--- src/rtl/iut_pkg.sv ---
// Shared types, sizes and codes for the interval union table.
// Used by iut_cell and interval_union_table; depends on nothing else.
`default_nettype none
package iut_pkg;
  localparam int CAPACITY = 32;
  localparam int COORD_W  = 32;
  localparam int CNT_W    = $clog2(CAPACITY + 1);

  localparam logic [1:0] CMD_ADD     = 2'd0;
  localparam logic [1:0] CMD_OVERLAP = 2'd1;
  localparam logic [1:0] CMD_CLEAR   = 2'd2;

  localparam logic [1:0] ST_OK       = 2'd0;
  localparam logic [1:0] ST_BAD_ORDER = 2'd1;
  localparam logic [1:0] ST_FULL     = 2'd2;

  typedef enum logic [1:0] {
    OP_HOLD   = 2'd0,
    OP_INSERT = 2'd1,
    OP_MERGE  = 2'd2,
    OP_SHIFTL = 2'd3
  } cell_op_t;

  // Values carried from one cell to the next during a scan.
  typedef struct packed {
    logic [COORD_W-1:0] psum;
    logic [COORD_W-1:0] mn;
    logic [COORD_W-1:0] mx;
    logic [CNT_W-1:0]   lo_cnt;
    logic [CNT_W-1:0]   k_cnt;
  } chain_t;

  // Broadcast control from the sequencer to every cell.
  typedef struct packed {
    cell_op_t           op;
    logic [CNT_W-1:0]   lo;
    logic [COORD_W-1:0] nb;
    logic [COORD_W-1:0] ne;
    logic [COORD_W-1:0] b;
    logic [COORD_W-1:0] e;
    logic               is_add;
    logic [CNT_W-1:0]   count;
  } cell_ctrl_t;
endpackage
`default_nettype wire

--- src/rtl/iut_cell.sv ---
// One table slot: stores one interval and adds its part to the scan chain.
// Depends on iut_pkg.
`default_nettype none
module iut_cell (
  input  wire                        clk,
  input  wire [iut_pkg::CNT_W-1:0]   idx,
  input  wire iut_pkg::cell_ctrl_t   ctrl,
  input  wire iut_pkg::chain_t       chain_in,
  output iut_pkg::chain_t            chain_out,
  input  wire [iut_pkg::COORD_W-1:0] left_start,
  input  wire [iut_pkg::COORD_W-1:0] left_stop,
  input  wire [iut_pkg::COORD_W-1:0] right_start,
  input  wire [iut_pkg::COORD_W-1:0] right_stop,
  output logic [iut_pkg::COORD_W-1:0] start,
  output logic [iut_pkg::COORD_W-1:0] stop
);
  logic                        valid, below, above, merged, ovl;
  logic [iut_pkg::COORD_W-1:0] clip_lo, clip_hi, contrib;

  always_comb begin
    valid   = idx < ctrl.count;
    below   = stop < ctrl.b;
    above   = start > ctrl.e;
    merged  = valid && !below && !above;
    ovl     = valid && (stop > ctrl.b) && (start < ctrl.e);
    clip_lo = (start > ctrl.b) ? start : ctrl.b;
    clip_hi = (stop < ctrl.e) ? stop : ctrl.e;
    if (ctrl.is_add) begin
      contrib = merged ? (stop - start) : '0;
    end else begin
      contrib = ovl ? (clip_hi - clip_lo) : '0;
    end
  end

  always_ff @(posedge clk) begin
    chain_out.psum   <= chain_in.psum + contrib;
    chain_out.mn     <= (merged && start < chain_in.mn) ? start : chain_in.mn;
    chain_out.mx     <= (merged && stop > chain_in.mx) ? stop : chain_in.mx;
    chain_out.lo_cnt <= chain_in.lo_cnt + iut_pkg::CNT_W'(valid && below);
    chain_out.k_cnt  <= chain_in.k_cnt + iut_pkg::CNT_W'(merged);
  end

  always_ff @(posedge clk) begin
    case (ctrl.op)
      iut_pkg::OP_INSERT: begin
        if (idx == ctrl.lo) begin
          start <= ctrl.nb;
          stop  <= ctrl.ne;
        end else if (idx > ctrl.lo) begin
          start <= left_start;
          stop  <= left_stop;
        end
      end
      iut_pkg::OP_MERGE: begin
        if (idx == ctrl.lo) begin
          start <= ctrl.nb;
          stop  <= ctrl.ne;
        end
      end
      iut_pkg::OP_SHIFTL: begin
        if (idx > ctrl.lo) begin
          start <= right_start;
          stop  <= right_stop;
        end
      end
      default: begin
      end
    endcase
  end
endmodule
`default_nettype wire

--- config.mk ---
export PLATFORM = sky130hd
export DESIGN_NAME = iut_cell
export DESIGN_NICKNAME = d
export VERILOG_FILES = /design/src/rtl/iut_pkg.sv /design/src/rtl/iut_cell.sv
export SDC_FILE = /design/constraint.sdc
export NUM_CORES = 1
export LEC_CHECK = 0
export BUFFER_PORTS_ARGS = -buffer_cell sky130_fd_sc_hd__clkbuf_2
export CELL_PAD_IN_SITES_DETAIL_PLACEMENT = 1
export CELL_PAD_IN_SITES_GLOBAL_PLACEMENT = 1
export CORE_MARGIN = 5
export CORE_UTILIZATION = 35
export DETAILED_ROUTE_END_ITERATION = 8
export PLACE_DENSITY = 0.73
export SETUP_SLACK_MARGIN = 0.05
export SYNTH_ARGS = -nofsm -noshare
export SYNTH_HDL_FRONTEND = slang
export SYNTH_SLANG_ARGS = --single-unit
--- constraint.sdc ---
create_clock -name clk -period 11.1 [get_ports clk]
set_input_delay 1.665 -clock clk [delete_from_list [all_inputs] [get_ports clk]]
set_output_delay 1.665 -clock clk [all_outputs]
set_load 0.02 [all_outputs]
==> results.tsv, run 1 <==
stage	metric	value	unit
floorplanning	dieWidth	232	um
synth	synthArstFlopShare	0	
synth	synth.most_common_cell	ha_1	
cells_and_area	ff_latch_area	0.00408	mm2
cts	ctsResizeCount	0	
detailed_routing	ant_nets	0	
synth	synth-edff-count	64	
worst_setup_path	crit_path_max_fanout	62	
floorplanning	coreArea	0.0488	mm2
global_route	grtUsageTotal	0.284	
global_route	grt_pass1_vias	18800	
cts	clk_pin_slew	0.07	ns
timing	max_slew.worst_pin.slew	0.911	ns
detailed_routing	wire_per_inst	24.4	um
worst_setup_path	r2r_start	stop[6]	
cts	cts_hold_buffers	0	
detailed_routing	drc	0	
global_route	overflow	0	
place	place.gp.congestion	0.964	
place	dpl.hpwl	67700	um
floorplanning	chipHeight	232	um
hold_path	hold_path_depth	1	
synth	synth_area_leaders	ha_1, dfxtp_1, edfxtp_1	
cts	cts.sinks	172	
worst_setup_path	start_kind	primary input	
detailed_routing	vias	17800	
worst_setup_path	cp.required	11.48	ns
timing	tns	0	ns
status	status	finished clean	
floorplanning	ios	558	
detailed_routing	viasPerCell	5.51	
timing	slew_headroom	0.391	
cts	clock_path_buffers	2	
worst_setup_path	cp_num_buf_inv	4	
timing	post-route-period-util	0.801	
timing	finalSetupViolations	0	
cells_and_area	layout.nets	3237	
timing	finalClockSkew	0.0172	ns
worst_setup_path	critPathLaunch	ctrl[13]	
job	drv_cap	0	
worst_setup_path	crit_path_end_kind	flop	
cts	cts-root-buf	clkbuf_16	
synth	synth-main-ff-cell	dfxtp_1	
floorplanning	start_util	0.354	
synth	synth_top_area_share	0.217	
power_and_ir_drop	power	3.13	mW
worst_setup_path	ff2ff_path_depth	31	
detailed_routing	drtIter0Drc	761	
worst_setup_path	arrival	9.28	ns
power_and_ir_drop	power.density	146	mW/mm2
cells_and_area	final_core_util	0.437	
hold_path	hold_end	chain_out[12]	
timing	min_period	8.89	ns
synth	ys_top_cells_by_count	ha_1, a21oi_1, inv_1	
global_route	antenna_found_initial	13	
timing	drv_slew	0	
worst_setup_path	critPathMaxStageDelay	0.49	ns
cts	cts_max_level	4	
cts	cts_buffers	17	
timing	rsz0062_at_grt	no	
synth	syn_area	0.0173	mm2
cells_and_area	areaGrowthSynthToFinish	23.6	%
synth	ys_seq_elements	172	
cells_and_area	layout-drive-gt1-share	0.240	
synth	synth_warnings	0	
hold_path	hold_start	stop[0]	
detailed_routing	drt_pass1_iterations	5	
global_route	grt_max_degree	71	
worst_setup_path	crit_family	compound AO/OA/AOI/OAI gates	
synth	synth_largest_area_cell	ha_1	
floorplanning	dieArea	0.0539	mm2
synth	syn_nets	2713	
synth	synthCells	2025	
cells_and_area	multi_input_area	0.0122	mm2
global_route	grt_pass1_wl	115000	um
worst_setup_path	crit_type	in -> reg	
cts	clk_latency	0.51	ns
cts	cts_tree	yes	
timing	hold_viol	0	
synth	avgSynthCellArea	8.53	um2
synth	ys_types	84	
floorplanning	core.rowCount	81	
power_and_ir_drop	p_leak	11.1	nW
synth	synth-seq-area-share	0.236	
power_and_ir_drop	ir_drop	0.000109	V
detailed_routing	routed_wl	78900	um
worst_setup_path	r2r_slack	2.86	ns
hold_path	min_path_type	reg -> reg	
worst_setup_path	reg2reg_to	chain_out[107]	
timing	fmax	112	MHz
worst_setup_path	cpMaxStageDelayCell	buf_4	
cells_and_area	num-fill-cells	6044	
place	place.port_buffers	557	
cts	post-cts-setup-buffers	0	
## final cells by class
cell class / instances / share of cell area
well taps: 664 / 0.0389
clock inverters: 14 / 0.00715
multi-input cells: 1592 / 0.573
inverters: 199 / 0.0350
diodes: 5 / 0.000586
repair buffers: 567 / 0.134
flip-flops and latches: 172 / 0.191
clock buffers: 18 / 0.0201
## logic make-up (layout without fill, tap and decap cells)
kind of cell,count (synthesis),after routing,synth area share
muxes,130,130,0.0778
DFF,172,172,0.236
xor gates and xnor gates,90,90,0.0469
buffers and inverters,261,798,0.0581
AOI/OAI and AO/OA,637,637,0.233
adders and majority gates,302,302,0.220
and+or+nand+nor,433,433,0.128
other,0,5,0
## routing by layer
layer | global-route usage | vias up | wire length [um]
li1 | - | 8500 | -
met1 | 0.348 | 8615 | 33000
met2 | 0.493 | 547 | 38700
met3 | 0.0609 | 116 | 4650
met4 | 0.0995 | 10 | 2530
met5 | 0 | - | 67
## power by group
part           leakage (nW)  switching [mW]  internal, mW
Combinational          9.26           0.968         0.637
Clock                 0.281           0.321         0.318
Sequential             1.52           0.116         0.764
Total                  11.1            1.41          1.72
## state kept, by name, summed over array words and instances (netlist names)
register,cells
chain_out,108
start,32
stop,32
## worst max path at each step
| stage | to | slack (ns) | cells past startpoint |
|---|---|---|---|
| 2_1_floorplan | chain_out[107] | 3.18 | 33 |
| 3_3_place_gp | chain_out[107] | 2.06 | 33 |
| 3_5_place_dp | chain_out[107] | 1.75 | 33 |
| 4_1_cts | chain_out[107] | 2.29 | 33 |
| 5_1_grt | chain_out[107] | 1.92 | 33 |
| 6_report | chain_out[107] | 2.21 | 33 |
## layout by cell type (no fill, tap or decap), drive strengths merged, types with 16 or more instances in the layout
cell / Yosys / layout
xnor2: 52 / 52
nand4: 36 / 36
nor2b: 83 / 83
mux2i: 96 / 96
a211oi: 83 / 83
mux2: 34 / 34
a31oi: 16 / 16
nand2: 102 / 102
a21o: 67 / 67
dfxtp: 108 / 108
xor2: 37 / 37
nor2: 87 / 87
nand3: 36 / 36
o21a: 21 / 21
ha: 299 / 299
inv: 199 / 207
a21oi: 218 / 218
o21ai: 113 / 113
clkbuf: 47 / 573
o22ai: 24 / 24
nor3: 20 / 20
and3: 16 / 16
edfxtp: 64 / 64
nand2b: 23 / 23
## per-stage QoR
step | cell area (um2) | hold WS, ns | setup slack [ns] | std cells
after detailed placement | 20800 | 0.698 | 1.75 | 3194
after floorplan | 17300 | 0.679 | 3.18 | 2025
after global placement | 20800 | 0.686 | 2.06 | 3194
after global routing | 21400 | 0.767 | 1.92 | 3231
final | 21400 | 0.725 | 2.21 | 3231
after CTS | 21300 | 0.711 | 2.29 | 3226
(Power assumes the default switching activity.)
==> run 2, diff against run 1 <==
Settings changed: PLACE_DENSITY 0.73 to 0.76.
Clock period 11.1 ns to 7.8 ns, I/O delays scaled along.
==> run 2 against run 1 <==
Critical path depth shrank 1. Global-route usage grew 0.27 points. Final cell count grew 2.1%. Design area grew 2.2%. Critical path type unchanged. Critical endpoint is now chain_out[106]. Largest cell class unchanged.
==> results.tsv, run 2 (same netlist as run 1, synthesis figures left out) <==
stage	metric	value	unit
status	status	finished clean	
worst_setup_path	cpMaxStageDelayCell	a2111oi_0	
cells_and_area	areaGrowthSynthToFinish	26.4	%
detailed_routing	wire_per_inst	24.3	um
timing	fmax	137	MHz
cts	clk_pin_slew	0.08	ns
cts	post-cts-setup-buffers	0	
cts	cts_max_level	4	
job	drv_cap	0	
timing	tns	0	ns
timing	whs	0.692	ns
global_route	grt_pass1_wl	117000	um
cells_and_area	num-fill-cells	6062	
power_and_ir_drop	power	4.50	mW
detailed_routing	ant_nets	0	
timing	post-route-period-util	0.933	
global_route	antenna_found_initial	14	
cts	ctsResizeCount	0	
timing	rsz0062_at_grt	no	
detailed_routing	viasPerCell	5.50	
cells_and_area	largest-register	chain_out	
worst_setup_path	crit_path_max_fanout	47	
cts	clk_latency	0.51	ns
floorplanning	start_util	0.354	
cells_and_area	reg_top3	chain_out (108), start (32), stop (32)	
power_and_ir_drop	ir_drop	0.000143	V
timing	slew_headroom	0.234	
cts	cts_hold_buffers	0	
cts	cts.sinks	172	
timing	min_period	7.28	ns
cells_and_area	layout_common_cells	clkbuf_2, ha_1, a21oi_1	
place	dpl.hpwl	69000	um
worst_setup_path	crit_path_end_kind	flop	
detailed_routing	vias	18100	
floorplanning	dieArea	0.0539	mm2
floorplanning	dieWidth	232	um
cts	cts-root-buf	clkbuf_16	
cells_and_area	final_common_cell	clkbuf_2	
global_route	grtUsageTotal	0.287	
detailed_routing	drtIter0Drc	821	
detailed_routing	routed_wl	80200	um
timing	finalClockSkew	0.0170	ns
worst_setup_path	critPathMaxStageDelay	0.45	ns
global_route	grt_max_degree	75	
floorplanning	core.rowCount	81	
timing	hold_viol	0	
timing	finalSetupViolations	0	
worst_setup_path	crit_top_cell	a21oi_1	
cells_and_area	largest_reg_flops	108	
worst_setup_path	cp.required	8.24	ns
timing	max_slew.worst_pin.slew	1.15	ns
cells_and_area	layout.nets	3301	
detailed_routing	drc	0	
power_and_ir_drop	power.density	206	mW/mm2
cts	cts_tree	yes	
worst_setup_path	crit_type	in -> reg	
place	place.gp.congestion	0.978	
floorplanning	chipHeight	232	um
floorplanning	coreArea	0.0488	mm2
global_route	overflow	0	
cts	cts_buffers	17	
cts	clock_path_buffers	2	
detailed_routing	drt_pass1_iterations	5	
floorplanning	ios	558	
place	place.port_buffers	557	
cells_and_area	layout-drive-gt1-share	0.260	
worst_setup_path	arrival	7.71	ns
timing	drv_slew	0	
hold_path	min_path_type	reg -> reg	
power_and_ir_drop	p_leak	11.4	nW
global_route	grt_pass1_vias	19200	
worst_setup_path	start_kind	primary input	
-- run 2: cell type report --
class,instances,area [um2],share of cell area
well taps,664,831,0.0381
diodes,8,20.0,0.000917
repair buffers,631,3350,0.153
clock buffers,18,429,0.0197
flip-flops and latches,172,4080,0.187
inverters,199,747,0.0342
clock inverters,14,131,0.00602
multi-input cells,1592,12200,0.561
-- run 2: critical path: cells and delay by family --
| kind | cells | cell delay (ns) |
|---|---|---|
| AOI/OAI and AO/OA | 17 | 3.33 |
| xor gates and xnor gates | 2 | 0.35 |
| adders and majority gates | 3 | 0.89 |
| buffers and inverters | 5 | 0.98 |
| and+or+nand+nor | 5 | 1.00 |
-- run 2: path summary, 6_finish.rpt --
path | endpoint | from | depth (start not counted) | slack [ns]
setup / recovery | chain_out[106] | ctrl[68] | 32 | 0.52
hold / removal | chain_out[14] | stop[2] | 2 | 0.69
setup reg to reg | chain_out[106] | stop[29] | 30 | 0.72
hold reg to reg | chain_out[14] | stop[2] | 2 | 0.69
-- run 2: power breakdown --
group	total, mW	internal (mW)	switching, mW
combinational	2.45	0.983	1.46
sequential	1.20	1.09	0.110
clock	0.857	0.418	0.438
-- run 2: metrics by stage --
step | area [um2] | worst slack (ns) | cells | util
after floorplan | 17300 | 0.377 | 2025 | -
after global placement | 21200 | 0.102 | 3258 | 0.435
after detailed placement | 21200 | -0.0505 | 3258 | 0.435
after CTS | 21800 | 0.459 | 3290 | 0.446
after global routing | 21800 | 0.130 | 3297 | 0.447
final | 21800 | 0.523 | 3298 | 0.447
-- run 2: metal layers --
metal  track usage  part of all wire  routed length (um)  vias up
li1              -                 -                   -     8615
met1         0.359              0.43               34500     8807
met2         0.490              0.48               38500      585
met3        0.0520             0.052                4190      133
met4         0.111             0.036                2920        6
met5             0           0.00042                  34        -
==> run 3, diff against run 2 <==
==> constraint.sdc (replaced) <==
create_clock -name clk -period 7.8 [get_ports clk]
set_input_delay 0.39 -clock clk [delete_from_list [all_inputs] [get_ports clk]]
set_output_delay 0.39 -clock clk [all_outputs]
set_load 0.02 [all_outputs]
==> run 3 against run 2 <==
Design area is essentially flat. First-iteration DRC count shrank 0.97%. Count of clock-buffer cells in the layout grew 5. Critical path type is now reg -> reg. Sequential cell count is the same. Register-to-register slack lost 0.099 ns. Final cell count shrank 0.15%.
==> results.tsv, run 3 (same netlist as run 1, synthesis figures left out) <==
stage	metric	value	unit
status	status	finished clean	
global_route	grt_pass1_wl	117000	um
worst_setup_path	arrival	7.56	ns
cts	cts_tree	yes	
power_and_ir_drop	switching_power	1.99	mW
global_route	grtUsageTotal	0.289	
worst_setup_path	cp.required	8.18	ns
timing	finalSetupViolations	0	
timing	slew_headroom	0.352	
timing	max_slew.worst_pin.slew	0.965	ns
place	dpl.hpwl	69600	um
job	drv_cap	0	
cells_and_area	final_core_util	0.447	
cells_and_area	layout-drive-gt1-share	0.256	
worst_setup_path	cpMaxStageDelayCell	edfxtp_1	
place	place.gp.congestion	0.959	
cells_and_area	layout.nets	3295	
detailed_routing	drc	0	
cells_and_area	num-fill-cells	6069	
detailed_routing	drt_pass1_iterations	5	
cts	cts_buffers	17	
worst_setup_path	crit_path_max_fanout	15	
cts	ctsResizeCount	0	
timing	drv_slew	0	
cells_and_area	largest_reg_flops	108	
hold_path	hold_path_depth	2	
detailed_routing	routed_wl	80400	um
timing	hold_viol	0	
cts	clock_path_buffers	2	
global_route	grt_max_degree	75	
worst_setup_path	crit_path_end_kind	flop	
power_and_ir_drop	p_int	2.56	mW
cells_and_area	areaGrowthSynthToFinish	26.5	%
worst_setup_path	cp_num_buf_inv	2	
timing	finalClockSkew	0.0141	ns
timing	min_period	7.18	ns
worst_setup_path	worst-path-stages	31	
cells_and_area	layout_common_cells	clkbuf_2, ha_1, a21oi_1	
floorplanning	coreArea	0.0488	mm2
cells_and_area	final_common_cell	clkbuf_2	
place	place.port_buffers	557	
power_and_ir_drop	seq_power_share	0.258	
cells_and_area	reg_top3	chain_out (108), start (32), stop (32)	
worst_setup_path	critPathMaxStageDelay	0.61	ns
power_and_ir_drop	switching_share	0.437	
floorplanning	dieArea	0.0539	mm2
global_route	grt_busiest_layer	met2	
cts	clk_pin_slew	0.07	ns
global_route	met3_usage	0.0573	
hold_path	min_path_type	in -> reg	
global_route	antenna_found_initial	16	
power_and_ir_drop	p_clk_frac	0.206	
timing	tns	0	ns
floorplanning	core.rowCount	81	
cts	cts.sinks	172	
cells_and_area	largest-register	chain_out	
global_route	grt_util_met1	0.359	
floorplanning	ios	558	
power_and_ir_drop	power.density	208	mW/mm2
global_route	overflow	0	
worst_setup_path	ff2ff_path_depth	31	
power_and_ir_drop	pwr-share-comb	0.536	
worst_setup_path	start_kind	flop	
detailed_routing	vias	18000	
floorplanning	chipHeight	232	um
place	dp.cells	3252	
cts	cts_max_level	4	
timing	post-route-period-util	0.920	
detailed_routing	viasPerCell	5.45	
worst_setup_path	crit_top_cell	a21oi_1	
floorplanning	dieWidth	232	um
cts	post-cts-setup-buffers	0	
cells_and_area	final_cells	3293	
timing	fmax	139	MHz
cts	cts_hold_buffers	0	
worst_setup_path	crit_family	compound AO/OA/AOI/OAI gates	
worst_setup_path	crit_type	reg -> reg	
floorplanning	start_util	0.354	
power_and_ir_drop	p_leak	11.4	nW
detailed_routing	ant_nets	0	
global_route	global_route.usage.met2	0.499	
timing	rsz0062_at_grt	no	
detailed_routing	drtIter0Drc	813	
cts	clk_latency	0.51	ns
global_route	grt_pass1_vias	19300	
power_and_ir_drop	ir_drop	0.000148	V
cts	cts-root-buf	clkbuf_16	
detailed_routing	wire_per_inst	24.4	um
run 3: layer usage:
| metal | part of all wire | vias up |
|---|---|---|
| met5 | 0.00051 | - |
| met1 | 0.43 | 8688 |
| li1 | - | 8599 |
| met4 | 0.035 | 6 |
| met2 | 0.48 | 548 |
| met3 | 0.056 | 115 |
run 3: metrics by stage:
step           hold WS, ns  cell area (um2)  setup slack [ns]  power [mW]
2_1_floorplan        0.487            17300              1.03        2.73
3_3_place_gp         0.574            21200             0.651        3.53
3_5_place_dp         0.598            21200             0.543        3.61
4_1_cts             0.0496            21800             0.590        4.56
5_1_grt             0.0649            21800            0.0913        4.85
6_report            0.0849            21800             0.621        4.55
run 3: final timing paths:
| path | from | to | slack (ns) |
|---|---|---|---|
| hold / removal | chain_in[5] | chain_out[5] | 0.08 |
| setup / recovery | start[31] | chain_out[107] | 0.62 |
| setup reg to reg | start[31] | chain_out[107] | 0.62 |
| hold reg to reg | start[0] | chain_out[44] | 0.62 |
run 3: power by group through the flow:
stage | Sequential [mW] | Clock (mW) | Combinational, mW
after floorplan | 1.37 | 0 | 1.37
after global placement | 1.19 | 0 | 2.34
after detailed placement | 1.19 | 0 | 2.42
after CTS | 1.17 | 0.962 | 2.43
after global routing | 1.19 | 0.996 | 2.66
final | 1.17 | 0.938 | 2.44
run 3: final cells by class:
class                   instances  area (um2)  area share
well taps                     664         831      0.0380
clock buffers                  23         488      0.0223
diodes                          9        22.5     0.00103
multi-input cells            1592       12200       0.560
clock inverters                 9         125     0.00573
inverters                     199         747      0.0342
repair buffers                625        3320       0.152
flip-flops and latches        172        4080       0.187
run 3: worst reg2reg max path, delay by kind of cell, from the launching register on:
family | cells | cell delay, ns
AOI/OAI and AO/OA | 18 | 3.48
adders and majority gates | 3 | 1.09
and+or+nand+nor | 6 | 1.03
DFF | 1 | 0.61
buffers and inverters | 2 | 0.43
xor gates and xnor gates | 2 | 0.42
